--- src/hw/rtl/fsr_pkg.sv ---
`timescale 1ns / 1ps
`default_nettype none

package fsr_pkg;

  // Default internal word width and the fixed widths of the result fields.
  localparam int WORD_BITS_DEF = 32;
  localparam int NUM_BITS      = 32;
  localparam int DEN_BITS      = 31;

  // Character codes that carry meaning in an expression.
  localparam logic [7:0] CH_PLUS  = 8'h2B;
  localparam logic [7:0] CH_MINUS = 8'h2D;
  localparam logic [7:0] CH_SLASH = 8'h2F;
  localparam logic [7:0] CH_ZERO  = 8'h30;
  localparam logic [7:0] CH_NINE  = 8'h39;

  // Parse phase of the current term.
  localparam logic [1:0] PH_START = 2'd0;
  localparam logic [1:0] PH_NUM   = 2'd1;
  localparam logic [1:0] PH_DEN   = 2'd2;

endpackage

`default_nettype wire

--- src/hw/rtl/fraction_sum_reducer_core.sv ---
`timescale 1ns / 1ps
`default_nettype none

// Channel  Direction  Handshake                  Word contents
// char     in         char_valid / char_ready    ch (8 bits), last (1 bit)
// res      out        res_valid / res_ready      numerator (32, signed),
//                                                denominator (31), overflow
//
// A character that does not close a term is taken while the block is idle, so plain
// digits stream at one word per cycle. A character that closes a term starts the
// term arithmetic, all of it on one shared (WORD_BITS+1)-bit adder: up to three
// bit-serial multiplies, one add (repeated once after a swap), a binary gcd with
// shared factors of two stripped first, and two restoring divisions. New
// characters wait until the arithmetic is done. The last character also posts
// the result word through the emit state.
// Reset (rst, synchronous, active high) clears the running sum to 0/1, the term
// parser and the sticky overflow flag, and empties the result register.
// A stalled result register holds the block in its emit state; new characters
// are taken again once the word has moved into the result register.
module fraction_sum_reducer_core #(
  parameter int WORD_BITS = fsr_pkg::WORD_BITS_DEF
) (
  input  wire                                 clk,
  input  wire                                 rst,
  input  wire                                 char_valid,
  output logic                                char_ready,
  input  wire  [7:0]                          ch,
  input  wire                                 last,
  output logic                                res_valid,
  input  wire                                 res_ready,
  output logic signed [fsr_pkg::NUM_BITS-1:0] numerator,
  output logic [fsr_pkg::DEN_BITS-1:0]        denominator,
  output logic                                overflow
);

  // Magnitudes are kept in WM bits, so every stored value is at most LIM.
  localparam int WM = WORD_BITS - 1;
  localparam int AW = WORD_BITS + 1;
  localparam int DW = WORD_BITS + 3;
  localparam int XW = WORD_BITS + fsr_pkg::NUM_BITS + 1;
  localparam int CW = $clog2(WM);
  localparam logic [WM-1:0] LIM = {WM{1'b1}};
  localparam logic [CW-1:0] CNT_TOP = CW'(WM - 1);

  localparam logic [3:0] S_IDLE   = 4'd0;
  localparam logic [3:0] S_LOAD   = 4'd1;
  localparam logic [3:0] S_MUL    = 4'd2;
  localparam logic [3:0] S_ADD    = 4'd3;
  localparam logic [3:0] S_GSHIFT = 4'd4;
  localparam logic [3:0] S_GCD    = 4'd5;
  localparam logic [3:0] S_DIV    = 4'd6;
  localparam logic [3:0] S_EMIT   = 4'd7;

  // Which cross product the multiplier is working on.
  localparam logic [1:0] MJ_P = 2'd0;  // sum numerator times term denominator
  localparam logic [1:0] MJ_Q = 2'd1;  // term numerator times sum denominator
  localparam logic [1:0] MJ_D = 2'd2;  // product of the two denominators

  localparam logic DJ_NUM = 1'b0;
  localparam logic DJ_DEN = 1'b1;

  logic [3:0]    state;

  // Term parser.
  logic [WM-1:0] term_num;
  logic [WM-1:0] term_den;
  logic          term_negative;
  logic [1:0]    parse_phase;
  logic          prev_was_sign;
  logic          have_sum;
  logic          overflow_seen;
  logic          pend_last;

  // Captured term and running sum, in sign and magnitude form.
  logic [WM-1:0] tn_mag;
  logic          tn_neg;
  logic [WM-1:0] td;
  logic [WM-1:0] sum_mag;
  logic          sum_neg;
  logic [WM-1:0] sum_den;

  // Work registers of the term arithmetic.
  logic [WM-1:0] p_mag;
  logic          p_neg;
  logic [WM-1:0] q_mag;
  logic          q_neg;
  logic [WM-1:0] nd;
  logic [WM-1:0] acc;
  logic [CW-1:0] cnt;
  logic [1:0]    mul_sel;
  logic          div_sel;
  logic [WM-1:0] ga;
  logic [WM-1:0] gb;
  logic [WM-1:0] rem;
  logic [WM-1:0] dq;

  //--------------------------------------------------------------------------
  // Character decode and digit append.
  //--------------------------------------------------------------------------
  logic          is_plus;
  logic          is_minus;
  logic          is_sign;
  logic          is_digit;
  logic          is_slash;
  logic [7:0]    ch_off;
  logic [3:0]    dig;
  logic [WM-1:0] app_src;
  logic [DW-1:0] app_wide;
  logic          app_sat;
  logic [WM-1:0] app_val;

  assign is_plus  = (ch == fsr_pkg::CH_PLUS);
  assign is_minus = (ch == fsr_pkg::CH_MINUS);
  assign is_sign  = is_plus || is_minus;
  assign is_digit = (ch >= fsr_pkg::CH_ZERO) && (ch <= fsr_pkg::CH_NINE);
  assign is_slash = (ch == fsr_pkg::CH_SLASH);
  assign ch_off   = ch - fsr_pkg::CH_ZERO;
  assign dig      = ch_off[3:0];

  // Times ten is two shifted copies; a value past LIM saturates.
  assign app_src  = (parse_phase == fsr_pkg::PH_DEN) ? term_den : term_num;
  assign app_wide = (DW'(app_src) << 3) + (DW'(app_src) << 1) + DW'(dig);
  assign app_sat  = app_wide > DW'(LIM);
  assign app_val  = app_sat ? LIM : app_wide[WM-1:0];

  logic [WM-1:0] nt_num;
  logic [WM-1:0] nt_den;
  logic          nt_neg;
  logic [1:0]    nt_phase;
  logic          nt_prev;
  logic          fin_old;
  logic          fin_last;
  logic          fin;

  always_comb begin
    nt_num   = term_num;
    nt_den   = term_den;
    nt_neg   = term_negative;
    nt_phase = parse_phase;
    nt_prev  = prev_was_sign;
    if (is_sign) begin
      if (prev_was_sign) begin
        // Leading or doubled signs fold into the sign of the coming term.
        if (is_minus) begin
          nt_neg = !term_negative;
        end
      end else begin
        if (parse_phase != fsr_pkg::PH_START) begin
          nt_num   = '0;
          nt_den   = '0;
          nt_phase = fsr_pkg::PH_START;
        end
        nt_neg = is_minus;
      end
      nt_prev = 1'b1;
    end else if (is_digit) begin
      if (parse_phase == fsr_pkg::PH_DEN) begin
        nt_den = app_val;
      end else begin
        nt_num   = app_val;
        nt_phase = fsr_pkg::PH_NUM;
      end
      nt_prev = 1'b0;
    end else if (is_slash) begin
      nt_phase = fsr_pkg::PH_DEN;
      nt_prev  = 1'b0;
    end
  end

  // A separating sign closes the term before it; the last character closes
  // whatever term it leaves open.
  assign fin_old  = is_sign && !prev_was_sign && (parse_phase != fsr_pkg::PH_START);
  assign fin_last = last && (nt_phase != fsr_pkg::PH_START);
  assign fin      = fin_old || fin_last;

  //--------------------------------------------------------------------------
  // Shared adder. Subtraction adds the complement; the carry out is set when
  // the first operand is not below the second.
  //--------------------------------------------------------------------------
  logic [AW-1:0] alu_x;
  logic [AW-1:0] alu_y;
  logic          alu_sub;
  logic [AW:0]   alu_full;
  logic [AW-1:0] alu_res;
  logic          alu_carry;
  logic          alu_big;

  logic [WM-1:0] mul_a;
  logic [WM-1:0] mul_b;
  logic          mul_bit;
  logic [WM:0]   div_pr;

  always_comb begin
    case (mul_sel)
      MJ_P: begin
        mul_a = sum_mag;
        mul_b = td;
      end
      MJ_Q: begin
        mul_a = tn_mag;
        mul_b = sum_den;
      end
      default: begin
        mul_a = sum_den;
        mul_b = td;
      end
    endcase
  end

  assign mul_bit = mul_b[cnt];
  assign div_pr  = {rem, dq[WM-1]};

  always_comb begin
    alu_x   = '0;
    alu_y   = '0;
    alu_sub = 1'b0;
    case (state)
      S_MUL: begin
        alu_x = {1'b0, acc, 1'b0};
        alu_y = mul_bit ? AW'(mul_a) : '0;
      end
      S_ADD: begin
        alu_x   = AW'(p_mag);
        alu_y   = AW'(q_mag);
        alu_sub = (p_neg != q_neg);
      end
      S_GCD: begin
        alu_x   = AW'(ga);
        alu_y   = AW'(gb);
        alu_sub = 1'b1;
      end
      S_DIV: begin
        alu_x   = AW'(div_pr);
        alu_y   = AW'(gb);
        alu_sub = 1'b1;
      end
      default: begin
        alu_sub = 1'b0;
      end
    endcase
  end

  assign alu_full  = {1'b0, alu_x} + {1'b0, (alu_sub ? ~alu_y : alu_y)}
                   + (AW + 1)'(alu_sub);
  assign alu_res   = alu_full[AW-1:0];
  assign alu_carry = alu_full[AW];
  // A sum or partial product above LIM has left the word range.
  assign alu_big   = (alu_res[AW-1:WM] != '0);

  logic [WM-1:0] div_rem_next;
  logic [WM-1:0] div_q_next;

  assign div_rem_next = alu_carry ? alu_res[WM-1:0] : div_pr[WM-1:0];
  assign div_q_next   = {dq[WM-2:0], alu_carry};

  //--------------------------------------------------------------------------
  // Result formatting.
  //--------------------------------------------------------------------------
  logic [WM-1:0] d_eff;
  logic [3:0]    done_state;
  logic [XW-1:0] mag_x;
  logic [XW-1:0] sval;
  logic [XW-1:0] den_x;
  logic          num_fits;
  logic          den_fits;

  assign d_eff      = (td == '0) ? WM'(1) : td;
  assign done_state = pend_last ? S_EMIT : S_IDLE;
  assign mag_x      = XW'(sum_mag);
  assign sval       = sum_neg ? (~mag_x + XW'(1)) : mag_x;
  assign den_x      = XW'(sum_den);
  assign num_fits   = (sval[XW-1:fsr_pkg::NUM_BITS-1]
                       == {(XW - fsr_pkg::NUM_BITS + 1){sval[fsr_pkg::NUM_BITS-1]}});
  assign den_fits   = (den_x[XW-1:fsr_pkg::DEN_BITS] == '0);

  assign char_ready = (state == S_IDLE);

  //--------------------------------------------------------------------------
  // Sequencer.
  //--------------------------------------------------------------------------
  always_ff @(posedge clk) begin
    if (rst) begin
      state         <= S_IDLE;
      term_num      <= '0;
      term_den      <= '0;
      term_negative <= 1'b0;
      parse_phase   <= fsr_pkg::PH_START;
      prev_was_sign <= 1'b1;
      have_sum      <= 1'b0;
      overflow_seen <= 1'b0;
      pend_last     <= 1'b0;
      sum_mag       <= '0;
      sum_neg       <= 1'b0;
      sum_den       <= WM'(1);
      res_valid     <= 1'b0;
    end else begin
      // The emit state reloads the result register itself.
      if (res_valid && res_ready && (state != S_EMIT)) begin
        res_valid <= 1'b0;
      end
      unique case (state)
        S_IDLE: begin
          if (char_valid) begin
            if (is_digit && app_sat) begin
              overflow_seen <= 1'b1;
            end
            if (fin) begin
              tn_mag <= fin_old ? term_num : nt_num;
              tn_neg <= fin_old ? term_negative : nt_neg;
              td     <= fin_old ? term_den : nt_den;
            end
            if (last) begin
              term_num      <= '0;
              term_den      <= '0;
              term_negative <= 1'b0;
              parse_phase   <= fsr_pkg::PH_START;
              prev_was_sign <= 1'b1;
            end else begin
              term_num      <= nt_num;
              term_den      <= nt_den;
              term_negative <= nt_neg;
              parse_phase   <= nt_phase;
              prev_was_sign <= nt_prev;
            end
            pend_last <= last;
            if (fin) begin
              state <= S_LOAD;
            end else if (last) begin
              state <= S_EMIT;
            end
          end
        end
        S_LOAD: begin
          // A missing or zero denominator counts as one and flags overflow.
          if (td == '0) begin
            overflow_seen <= 1'b1;
          end
          td       <= d_eff;
          have_sum <= 1'b1;
          if (!have_sum) begin
            sum_mag <= tn_mag;
            sum_neg <= tn_neg;
            sum_den <= d_eff;
            state   <= done_state;
          end else if (sum_den == d_eff) begin
            p_mag <= sum_mag;
            p_neg <= sum_neg;
            q_mag <= tn_mag;
            q_neg <= tn_neg;
            nd    <= d_eff;
            state <= S_ADD;
          end else begin
            acc     <= '0;
            cnt     <= CNT_TOP;
            mul_sel <= MJ_P;
            state   <= S_MUL;
          end
        end
        S_MUL: begin
          // Multiplier bits are taken from the top, so the partial product
          // only grows and can be checked against LIM at every step.
          if (alu_big) begin
            overflow_seen <= 1'b1;
            state         <= done_state;
          end else if (cnt != '0) begin
            acc <= alu_res[WM-1:0];
            cnt <= cnt - CW'(1);
          end else begin
            acc <= '0;
            cnt <= CNT_TOP;
            case (mul_sel)
              MJ_P: begin
                p_mag   <= alu_res[WM-1:0];
                p_neg   <= sum_neg;
                mul_sel <= MJ_Q;
              end
              MJ_Q: begin
                q_mag   <= alu_res[WM-1:0];
                q_neg   <= tn_neg;
                mul_sel <= MJ_D;
              end
              default: begin
                nd    <= alu_res[WM-1:0];
                state <= S_ADD;
              end
            endcase
          end
        end
        S_ADD: begin
          if (!alu_sub) begin
            if (alu_big) begin
              overflow_seen <= 1'b1;
              state         <= done_state;
            end else begin
              p_mag <= alu_res[WM-1:0];
              ga    <= alu_res[WM-1:0];
              gb    <= nd;
              state <= S_GSHIFT;
            end
          end else if (alu_carry) begin
            p_mag <= alu_res[WM-1:0];
            ga    <= alu_res[WM-1:0];
            gb    <= nd;
            state <= S_GSHIFT;
          end else begin
            // The smaller magnitude came first; swap and subtract again.
            p_mag <= q_mag;
            p_neg <= q_neg;
            q_mag <= p_mag;
            q_neg <= p_neg;
          end
        end
        S_GSHIFT: begin
          // Shared factors of two are stripped from both values; what is left
          // of them are the dividends for the final divisions.
          if (ga == '0) begin
            sum_mag <= '0;
            sum_neg <= 1'b0;
            sum_den <= WM'(1);
            state   <= done_state;
          end else if (!ga[0] && !gb[0]) begin
            ga <= ga >> 1;
            gb <= gb >> 1;
          end else begin
            p_mag <= ga;
            nd    <= gb;
            state <= S_GCD;
          end
        end
        S_GCD: begin
          if (ga == '0) begin
            dq      <= p_mag;
            rem     <= '0;
            cnt     <= CNT_TOP;
            div_sel <= DJ_NUM;
            state   <= S_DIV;
          end else if (!ga[0]) begin
            ga <= ga >> 1;
          end else if (!gb[0]) begin
            gb <= gb >> 1;
          end else if (alu_carry) begin
            ga <= alu_res[WM-1:0];
          end else begin
            ga <= gb;
            gb <= ga;
          end
        end
        S_DIV: begin
          if (cnt != '0) begin
            rem <= div_rem_next;
            dq  <= div_q_next;
            cnt <= cnt - CW'(1);
          end else if (div_sel == DJ_NUM) begin
            sum_mag <= div_q_next;
            sum_neg <= p_neg;
            dq      <= nd;
            rem     <= '0;
            cnt     <= CNT_TOP;
            div_sel <= DJ_DEN;
          end else begin
            sum_den <= div_q_next;
            state   <= done_state;
          end
        end
        S_EMIT: begin
          if (!res_valid || res_ready) begin
            res_valid     <= 1'b1;
            numerator     <= sval[fsr_pkg::NUM_BITS-1:0];
            denominator   <= den_x[fsr_pkg::DEN_BITS-1:0];
            overflow      <= overflow_seen || !num_fits || !den_fits;
            sum_mag       <= '0;
            sum_neg       <= 1'b0;
            sum_den       <= WM'(1);
            have_sum      <= 1'b0;
            overflow_seen <= 1'b0;
            state         <= S_IDLE;
          end
        end
        default: begin
          state <= S_IDLE;
        end
      endcase
    end
  end

  //--------------------------------------------------------------------------
  // Assertions.
  //--------------------------------------------------------------------------
  a_sum_den_nonzero : assert property (@(posedge clk) disable iff (rst)
    sum_den != '0)
    else $error("running denominator became zero");

  a_gcd_divisor_nonzero : assert property (@(posedge clk) disable iff (rst)
    (state == S_GCD || state == S_DIV) |-> gb != '0)
    else $error("gcd operand or divisor is zero");

  a_result_from_emit : assert property (@(posedge clk) disable iff (rst)
    $rose(res_valid) |-> $past(state) == S_EMIT)
    else $error("result word posted outside the emit state");

  a_den_zero_flagged : assert property (@(posedge clk) disable iff (rst)
    res_valid |-> (denominator != '0 || overflow))
    else $error("zero denominator delivered without overflow");

endmodule

`default_nettype wire

--- config.mk ---
export PLATFORM = sky130hd
export DESIGN_NAME = fraction_sum_reducer_core
export DESIGN_NICKNAME = d
export VERILOG_FILES = /design/src/hw/rtl/fsr_pkg.sv /design/src/hw/rtl/fraction_sum_reducer_core.sv
export SDC_FILE = /design/constraint.sdc
export NUM_CORES = 1
export LEC_CHECK = 0
export ABC_AREA = 0
export BUFFER_PORTS_ARGS = -buffer_cell sky130_fd_sc_hd__clkbuf_2
export CAP_MARGIN = 30
export CELL_PAD_IN_SITES_DETAIL_PLACEMENT = 1
export CELL_PAD_IN_SITES_GLOBAL_PLACEMENT = 2
export CORE_MARGIN = 5
export CORE_UTILIZATION = 37
export DETAILED_ROUTE_END_ITERATION = 8
export PLACE_DENSITY = 0.83
export SETUP_SLACK_MARGIN = 0.15
export SLEW_MARGIN = 15
export SYNTH_ARGS = -nofsm -noshare
export SYNTH_HDL_FRONTEND = slang
export SYNTH_SLANG_ARGS = --single-unit
--- constraint.sdc ---
create_clock -name clk -period 7.5 [get_ports clk]
set_clock_uncertainty 0.05 [all_clocks]
set_input_delay 0.75 -clock clk [delete_from_list [all_inputs] [get_ports clk]]
set_output_delay 0.75 -clock clk [all_outputs]
set_load 0.05 [all_outputs]
Word-level counts from Yosys, hierarchy flattened
Index checks and enable logic that the tools add are counted.

storage, ports and cells
  logic and storage cells = 348
  output and inout port bits = 66
  register bits = 522
  input port bits = 13

operators by class
  magnitude comparators = 4
  add/subtract/negate cells = 7
  bitwise logic cells = 3
  equality and inequality tests = 53
  reduce and logical (&&, ||, !) cells = 63
  multiplexer cells = 184

operators by type and width
  operator                 number
  $mux W31                 82
  $pmux W31 S3             5
  $pmux W31 S4             3
  $pmux W31 S2             5
  $pmux W32 S4             1
  $add A65 B1 Y65 const B  1
  $mux W65                 1
  $not A31 Y65             1
  $logic_not A31 Y1        2
  $mux W4                  14
  $ne A2 B2 Y1 const B     25
  $mux W1                  39
  $reduce_and A9 Y1        4
  $add A34 B32 Y35         1
  $add A35 B4 Y35          1
  $gt A35 B31 Y1 const B   1
  $mux W5                  7
  $add A33 B33 Y34         1
  $add A34 B1 Y34          1
  $eq A33 B33 Y1           1
  $mux W33                 1
  $not A33 Y33             1
  $pmux W4 S8              1
  $eq A31 B31 Y1           1
  other kinds (44)         114

Depth between registers and ports, before layout
Gate-level depths: netlist of run 1.

  depth after elaboration = 15
  mapped depth = 25
  mapped depth without buffers = 22

Least setup slack after synthesis of run 1
No wires, ideal clock.

  path kind = reg2reg
  start = register cnt[1]
  end = register q_mag[0], enable pin
  library setup time = 0.421 ns
  cell stages (with the launch flop) = 23
  buffers on the path = 3
  data arrival time = 6.479 ns
  data required time = 7.029 ns
  period minus slack after synthesis = 6.950 ns
  slack = 0.550 ns
  cell sequence = edfxtp_1 > buf_2 > mux4_2 > a22oi_1 > o311a_1 > nand2_1 > o21ai_0 > clkbuf_1 > o221ai_1 > ha_1 > clkbuf_1 > a211oi_1 > o21ai_0 > a211oi_1 > nor2_1 > a311oi_1 > nand3_1 > or4_1 > o32a_1 > nand2_2 > o2111ai_1 > or4_1 > nor2_1

on the way
  longest elaborated chain between the ends = 11
  elaborated cells between the ends (all ways) = 14
  classes of those cells = 2 x add/sub; 3 x eq/ne; 5 x mux; 1 x bitwise; 3 x reduce/logical

ends and longest elaborated chain
  what                           line                              RTL
  start, declared                fraction_sum_reducer_core.sv:89   logic [CW-1:0] cnt;
  start signal, assigned         fraction_sum_reducer_core.sv:367  cnt <= cnt - CW'(1);
  start signal, assigned         fraction_sum_reducer_core.sv:452  cnt <= cnt - CW'(1);
  $bmux W1 S5                    fraction_sum_reducer_core.sv:210  assign mul_bit = mul_b[cnt];
  $mux W1 (implied by the code)  fraction_sum_reducer_core.sv:210
  $mux W31                       fraction_sum_reducer_core.sv:220  alu_y = mul_bit ? AW'(mul_a) : '0;
  $pmux W31 S3                   fraction_sum_reducer_core.sv:217  case (state)
  $not A33 Y33                   fraction_sum_reducer_core.sv:243  assign alu_full = {1'b0, alu_x} + {1'b0, (alu_sub ? ~alu_y : alu_y)}
  $mux W33                       fraction_sum_reducer_core.sv:243
  $add A33 B33 Y34               fraction_sum_reducer_core.sv:243
  $add A34 B1 Y34                fraction_sum_reducer_core.sv:244  + (AW + 1)'(alu_sub);
  $reduce_bool A2 Y1             fraction_sum_reducer_core.sv:248  assign alu_big = (alu_res[AW-1:WM] != '0);
  $ne A2 B2 Y1 (no line)         -
  $reduce_and A9 Y1 (no line) *  -
  end signal, assigned           fraction_sum_reducer_core.sv:348  q_mag <= tn_mag;
  end signal, assigned           fraction_sum_reducer_core.sv:378  q_mag <= alu_res[WM-1:0];
  end signal, assigned           fraction_sum_reducer_core.sv:409  q_mag <= p_mag;
  end, declared                  fraction_sum_reducer_core.sv:85   logic [WM-1:0] q_mag;

Mark *: on every way between the ends. The rest lies on a longest branch, timed or not. The select of a mux whose other input is x is not followed.
A chain may end at the register's enable or synchronous reset.

Worst setup path in the final report of run 1
  start = register mul_sel[0]
  end = register q_mag[2], enable pin

on the way
  longest elaborated chain between the ends = 13
  elaborated cells between the ends (all ways) = 17
  classes of those cells = 2 x add/sub; 4 x eq/ne; 7 x mux; 1 x bitwise; 3 x reduce/logical

ends and longest elaborated chain
  what                           line                                                                RTL
  start, declared                fraction_sum_reducer_core.sv:90                                     logic [1:0] mul_sel;
  start signal, assigned         fraction_sum_reducer_core.sv:355                                    mul_sel <= MJ_P;
  start signal, assigned         fraction_sum_reducer_core.sv:375                                    mul_sel <= MJ_Q;
  start signal, assigned         fraction_sum_reducer_core.sv:380                                    mul_sel <= MJ_D;
  $eq A2 B1 Y1                   fraction_sum_reducer_core.sv:194, fraction_sum_reducer_core.sv:371
  $mux W31                       fraction_sum_reducer_core.sv:194                                    case (mul_sel)
  $bmux W1 S5                    fraction_sum_reducer_core.sv:210
  $mux W1 (implied by the code)  fraction_sum_reducer_core.sv:210
  $mux W31                       fraction_sum_reducer_core.sv:220
  $pmux W31 S3                   fraction_sum_reducer_core.sv:217
  $not A33 Y33                   fraction_sum_reducer_core.sv:243
  $mux W33                       fraction_sum_reducer_core.sv:243
  $add A33 B33 Y34               fraction_sum_reducer_core.sv:243
  $add A34 B1 Y34                fraction_sum_reducer_core.sv:244
  $reduce_bool A2 Y1             fraction_sum_reducer_core.sv:248
  $ne A2 B2 Y1 (no line)         -
  $reduce_and A9 Y1 (no line) *  -

Marks and branches as above.

==> results of run 1 <==
[state kept, by name, indices dropped and copies added (netlist names), 2 cells and up]
signal,count
sum_mag,31
sum_den,31
cnt,5
acc,31
numerator,32
denominator,31
mul_sel,2
state,3
p_mag,31
nd,31
term_den,31
rem,31
ga,31
gb,31
dq,31
term_num,31
tn_mag,31
parse_phase,2
q_mag,31
td,31
[logic make-up after synthesis]
kind of cell / count (synthesis) / share of synthesized area, %
buffers and inverters: 300 / 3.73
AOI/OAI and AO/OA: 1130 / 23.8
adders and majority gates: 100 / 4.12
muxes: 155 / 5.28
DFF: 521 / 46.2
xor gates and xnor gates: 115 / 3.26
and+or+nand+nor: 957 / 13.7
[cell usage after synthesis, drive strengths merged (50+ instances only)]
| master | number | area, µm² |
|---|---|---|
| clkbuf | 214 | 805 |
| a211oi | 81 | 608 |
| nor2 | 352 | 1320 |
| o21ai | 315 | 1580 |
| a22oi | 172 | 1290 |
| xnor2 | 67 | 587 |
| a21oi | 203 | 1020 |
| a22o | 61 | 534 |
| inv | 50 | 188 |
| ha | 97 | 1210 |
| mux2i | 117 | 1170 |
| nand2 | 358 | 1350 |
| edfxtp | 385 | 11600 |
| dfxtp | 136 | 2720 |
[power by group through the flow]
stage          clock network [mW]  logic [mW]  registers, mW
6_report                     3.04        4.93           4.63
5_1_grt                      3.19        5.25           4.62
4_1_cts                      3.06        4.82           4.59
3_5_place_dp                    0        4.79           4.65
3_3_place_gp                    0        4.68           4.65
2_1_floorplan                   0        3.05           4.21
[per-stage QoR]
| stage | area (µm²) | hold WS [ns] |
|---|---|---|
| finish | 35000 | 0.433 |
| global route | 35000 | 0.458 |
| CTS | 35000 | 0.428 |
| detailed placement | 33000 | 0.418 |
| global placement | 33000 | 0.409 |
| floorplan | 30900 | 0.386 |
[cell type report]
cell class / instances / area [µm²] / share of cell area [%]
Multi-Input combinational cell: 2457 / 15700 / 44.8
Sequential cell: 521 / 14300 / 40.8
Clock buffer: 84 / 1690 / 4.83
Timing Repair Buffer: 207 / 1510 / 4.30
Inverter: 51 / 191 / 0.546
Antenna cell: 1 / 2.50 / 0.00714
Clock inverter: 28 / 312 / 0.889
Tap cell: 1080 / 1350 / 3.86
[routing by layer]
| metal | vias up | part of all wire (%) |
|---|---|---|
| met5 | - | 0.0094 |
| met3 | 422 | 7.7 |
| met1 | 14288 | 40 |
| li1 | 12384 | - |
| met2 | 1373 | 45 |
| met4 | 2 | 7.3 |
[critical path: stages, from the launching register on]
cell       delay, ns
edfxtp_1        0.35
buf_4           0.35
nor2b_1         0.52
nand2_1         0.12
a32o_1          0.27
o311a_1         0.36
nand2_1         0.17
o21ai_2         0.12
buf_12          0.19
o221ai_1        0.25
inv_1           0.10
fa_1            0.46
nor2b_1         0.20
o311a_1         0.24
o21ai_0         0.19
a21oi_2         0.33
or3_1           0.16
nand3_1         0.08
or4_1           0.42
o32a_1          0.25
nand2_2         0.25
o2111ai_1       0.18
or4_1           0.59
nor2_4          0.30
buf_12          0.24
[worst max path at each step]
| stage | to | slack, ns | cells past startpoint |
|---|---|---|---|
| floorplan | q_mag[0] | 0.55 | 22 |
| global placement | q_mag[14] | 0.65 | 21 |
| finish | q_mag[2] | 0.38 | 24 |
| CTS | ga[3] | 0.37 | 23 |
| detailed placement | ga[13] | 0.42 | 23 |
| global route | q_mag[2] | 0.15 | 25 |
[timing repair]
item	CTS	global route
hold buffers	0	0
gates resized for setup	0	6
setup buffers	0	3
endpoints found under the setup margin	0	89
==> reports/metrics.yaml, run 1 <==
vias: 28469
syn_inst: 3278
final.period_utilization_pct: 94.9
cp.arrival_ns: 7.39
first_pass_iters: 5
cts-root-buf: "clkbuf_16"
cts_made_buffers: 59
p_seq_share_pct: 36.8
detail-route-antenna-nets: 0
ys_seq_area_share_pct: 46.2
gp_congestion: 0.981
grt_start_max_net_pins: 74
pwr-share-comb_pct: 39.1
drive_above_1_share_pct: 11.8
core_area_um2: 83300
required_ns: 7.77
min_path_cells: 2
critPathCaptureType: "flip-flop"
r2r_start: "mul_sel[0]"
async_reset_ff_share_pct: 0
grt_pass1_wl_um: 198000
syn-cell-area_um2: 30900
cts_tree: "done"
cts_num_sinks: 521
avgViaCountPerCell: 6.43
postLayoutCoreUtil_pct: 42.1
fillers: 9452
met1_usage_pct: 37.5
die_x_um: 299
grt_pass1_vias: 27978
leakagePower_nw: 13.4
reg2regPathDepth: 24
tightest_slew_ns: 0.970
dp_cells: 4311
drv_slew: 0
max-vdd-ir-drop_uv: 230
drc_errors: 0
power_density_nw_per_um2: 360
wire_per_inst_um: 31.1
intPower_mw: 7.15
mostFrequentLayoutCells: "385 x edfxtp_1, 354 x nand2_1, 340 x nor2_1, 309 x o21ai_0, 198 x a21oi_1"
floorplan.initialDensity_pct: 37.1
reg2reg_slack_ns: 0.38
worstReg2RegEnd: "q_mag[2]"
rsz0062_at_grt: "no"
ios: 79
use_met2_pct: 47.4
port_buffers: 78
max_freq_ghz: 0.140
netSwitchingFraction_pct: 43.3
cp-start-kind: "flip-flop"
track_usage_pct: 29.5
synth.distinct_cells: 84
met3_usage_pct: 5.35
gr-max-usage-layer: "met2"
crit_type: "reg2reg"
hold_path_class: "reg2reg"
syn_nets: 3391
worstSkewPairLatency_ns: 0.68
hp-start: "term_num[27]"
grt_overflow: 0
antenna_found_initial: 7
preCtsSetupSlack_ns: 0.423
instances_no_fill: 4429
nNetsFinal: 3410
synth_edf_count: 385
ys_warn_count: 0
setup_tns_ns: 0
p_sw_mw: 5.46
clk_pin_slew_worst_paths_ns: 0.06
finalSetupViolCount: 0
wl_um: 138000
syn_avg_cell_area_um2: 9.44
rows: 106
slew_headroom_pct: 34.9
cp_max_fo: 30
p_clk_share_pct: 24.1
die_area_um2: 89500
cts.htree.levels: 2
clockBufferDepth: 3
final_common_cell: "edfxtp_1"
drtIter0Drc: 3099
power_mw: 12.6
post-route-min-period_ns: 7.12
die_h_um: 299
ys_seq_elements: 521
hold_viol_final: 0
status: "finished clean"
dpl.hpwl_um: 102000
cp-startpoint: "mul_sel[0]"
synthFlopType: "edfxtp_1"
hold_end: "term_num[27]"
drv_cap: 0
area_delta_synth_final_pct: 13.3
fin_ws_ns: 0.379
(Power assumes the default switching activity.)
==> run 2, diff against run 1 <==
- CORE_UTILIZATION: 37 -> 38
- CTS_BUF_LIST: unset -> sky130_fd_sc_hd__clkbuf_2
- PLACE_DENSITY: 0.83 -> 0.84
- clock period: 7.5 -> 5.7 ns (I/O delays scaled with it)
==> run 2 against run 1 <==
Against the previous run:
- the flow now finishes with violations (negative setup slack)
- critical path depth rose by 3
- combinational power rose by 86%
- sequential share of layout area fell by 4.5 points
- sequential power rose by 23%
- routed wire length rose by 13%
- hold slack got worse by 0.27 ns
- count of clock-buffer cells in the layout rose by 144
- final area rose by 12%
- flip-flop and latch count did not move
- fmax rose by 18%
- core utilization rose by 6.8 points
- critical endpoint is now q_mag[20]
- highest routed layer unchanged
==> reports/metrics.yaml, run 2 (synthesis gave the netlist of run 1 again) <==
tightest_slew_ns: 0.983
finalSetupViolCount: 226
floorplan.initialDensity_pct: 38.3
crit_type: "reg2reg"
slew_headroom_pct: 33.9
max_freq_ghz: 0.165
cp-start-kind: "flip-flop"
port_buffers: 78
first_pass_iters: 6
detail-route-antenna-nets: 0
grt_start_max_net_pins: 66
die_area_um2: 87200
cts_num_sinks: 521
largest_register_ff_count: 32
grt_overflow: 0
hold_path_class: "in2reg"
clk_pin_slew_worst_paths_ns: 0.10
cts.htree.levels: 4
cp.arrival_ns: 7.03
netSwitchingFraction_pct: 46.2
dpl-instance-area_um2: 35300
violations: "negative setup slack"
worstReg2RegEnd: "q_mag[20]"
grt_pass1_wl_um: 221000
core_area_um2: 80700
p_sw_mw: 8.32
grt_pass1_vias: 32163
fillers: 9159
max-vdd-ir-drop_uv: 200
cts_made_buffers: 151
drc_errors: 0
post-route-min-period_ns: 6.05
nNetsFinal: 3898
track_usage_pct: 34.2
drive_above_1_share_pct: 27.2
vias: 31766
worstSkewPairLatency_ns: 1.43
drv_slew: 0
die_h_um: 295
hp-start: "ch[3]"
drv_cap: 0
p_seq_share_pct: 31.6
status: "finished with violations"
gp_congestion: 0.973
mostFrequentLayoutCells: "405 x buf_4, 385 x edfxtp_1, 342 x nand2_1, 333 x nor2_1, 305 x clkbuf_2"
critPathCaptureType: "flip-flop"
wl_um: 156000
final.period_utilization_pct: 106
reg2regPathDepth: 27
area_delta_synth_final_pct: 27.4
wire_per_inst_um: 31.4
dpl.hpwl_um: 110000
pwr-share-comb_pct: 51.1
intPower_mw: 9.67
leakagePower_nw: 16.0
cts-root-buf: "clkbuf_2"
preCtsSetupSlack_ns: -0.435
ios: 79
final_common_cell: "buf_4"
largest_register: "numerator"
final_area_um2: 39400
hold_viol_final: 0
reg2reg_slack_ns: -0.35
cp_max_fo: 18
die_x_um: 295
avgViaCountPerCell: 6.40
endpoint: "q_mag[20]"
cp-startpoint: "mul_sel[1]"
antenna_found_initial: 10
rows: 104
r2r_start: "mul_sel[1]"
cts_tree: "done"
required_ns: 6.69
clockBufferDepth: 3
fin_ws_ns: -0.345
power_density_nw_per_um2: 456
drtIter0Drc: 3436
p_clk_share_pct: 17.3
rsz0062_at_grt: "yes"
## run 2: cell count changes in the layout (fill, tap and decap cells not counted), moves of 23 or more
cell       before  now
o21ai_0       309  286
buf_12         11   38
clkbuf_16      60    8
clkbuf_2       77  305
buf_6           2   32
a21oi_1       198  175
buf_4         117  405
## run 2: power by group through the flow
stage / registers [mW] / logic (mW) / clock network (mW)
after floorplan: 5.53 / 4.05 / 0
after global placement: 5.72 / 7.64 / 0
after detailed placement: 5.72 / 7.86 / 0
after CTS: 5.64 / 8.49 / 3.16
after global routing: 5.70 / 9.59 / 3.36
final: 5.68 / 9.19 / 3.11
## run 2: per-stage QoR
step	power (mW)	instances	setup TNS (ns)	hold WS [ns]	utilization, %
floorplan	9.58	3278	0	0.386	-
global placement	13.4	4561	-67.66	0.403	43.7
detailed placement	13.6	4564	-74.25	0.415	43.7
CTS	17.3	4922	-17.11	0.00175	47.6
global route	18.7	4967	-99.76	0.0977	48.8
finish	18.0	4967	-44.43	0.161	48.8
## run 2: final cells by class
type	count	area, µm²	area share [%]
antenna	1	2.50	0.00635
clock buffer	228	1140	2.90
clock inverter	46	309	0.784
inverter	51	191	0.486
multi-input combinational	2458	16600	42.1
sequential	521	14300	36.3
tap	1060	1330	3.37
timing repair buffer	602	5570	14.1
## run 2: worst min-delay path by stage
stage                     to  slack [ns]  cells after the start
2_1_floorplan   term_num[27]        0.39                      2
3_3_place_gp    term_num[27]        0.40                      2
3_5_place_dp    term_num[27]        0.41                      2
4_1_cts        prev_was_sign       0.002                      5
5_1_grt          term_den[0]         0.1                      4
6_report       prev_was_sign        0.16                      5
## run 2: worst max-delay path, stage by stage (launching register included)
cell and delay, ns:
edfxtp_1 0.39, nand2b_1 0.20, buf_12 0.18, mux2i_1 0.13, a2111oi_1 0.55, a31oi_2 0.19
nand2_2 0.15, o21ai_4 0.09, buf_6 0.15, buf_12 0.12, buf_16 0.15, nor2_2 0.16
o21ai_2 0.11, fa_2 0.40, nor2b_4 0.13, o311a_1 0.23, o21ai_2 0.09, a21oi_4 0.21
or3_1 0.15, nand3_1 0.09, or4_1 0.41, o32a_1 0.22, nand2_2 0.13, o2111ai_2 0.13
or4_4 0.49, nor2_4 0.15, buf_4 0.14, buf_12 0.14
## run 2: timing repair
action,CTS,global route
endpoints found under the hold margin,169,0
hold buffers,17,0
gates cloned,21,10
setup buffers,46,31
pin swaps,36,58
endpoints found under the setup margin,311,397
resized for setup,156,108
## run 2: routing by layer
metal  global-route usage, %  share of wire [%]
met1                    44.5                 41
met2                    54.2                 45
met3                    7.09                8.5
met4                    17.5                6.1
met5                       0              0.040
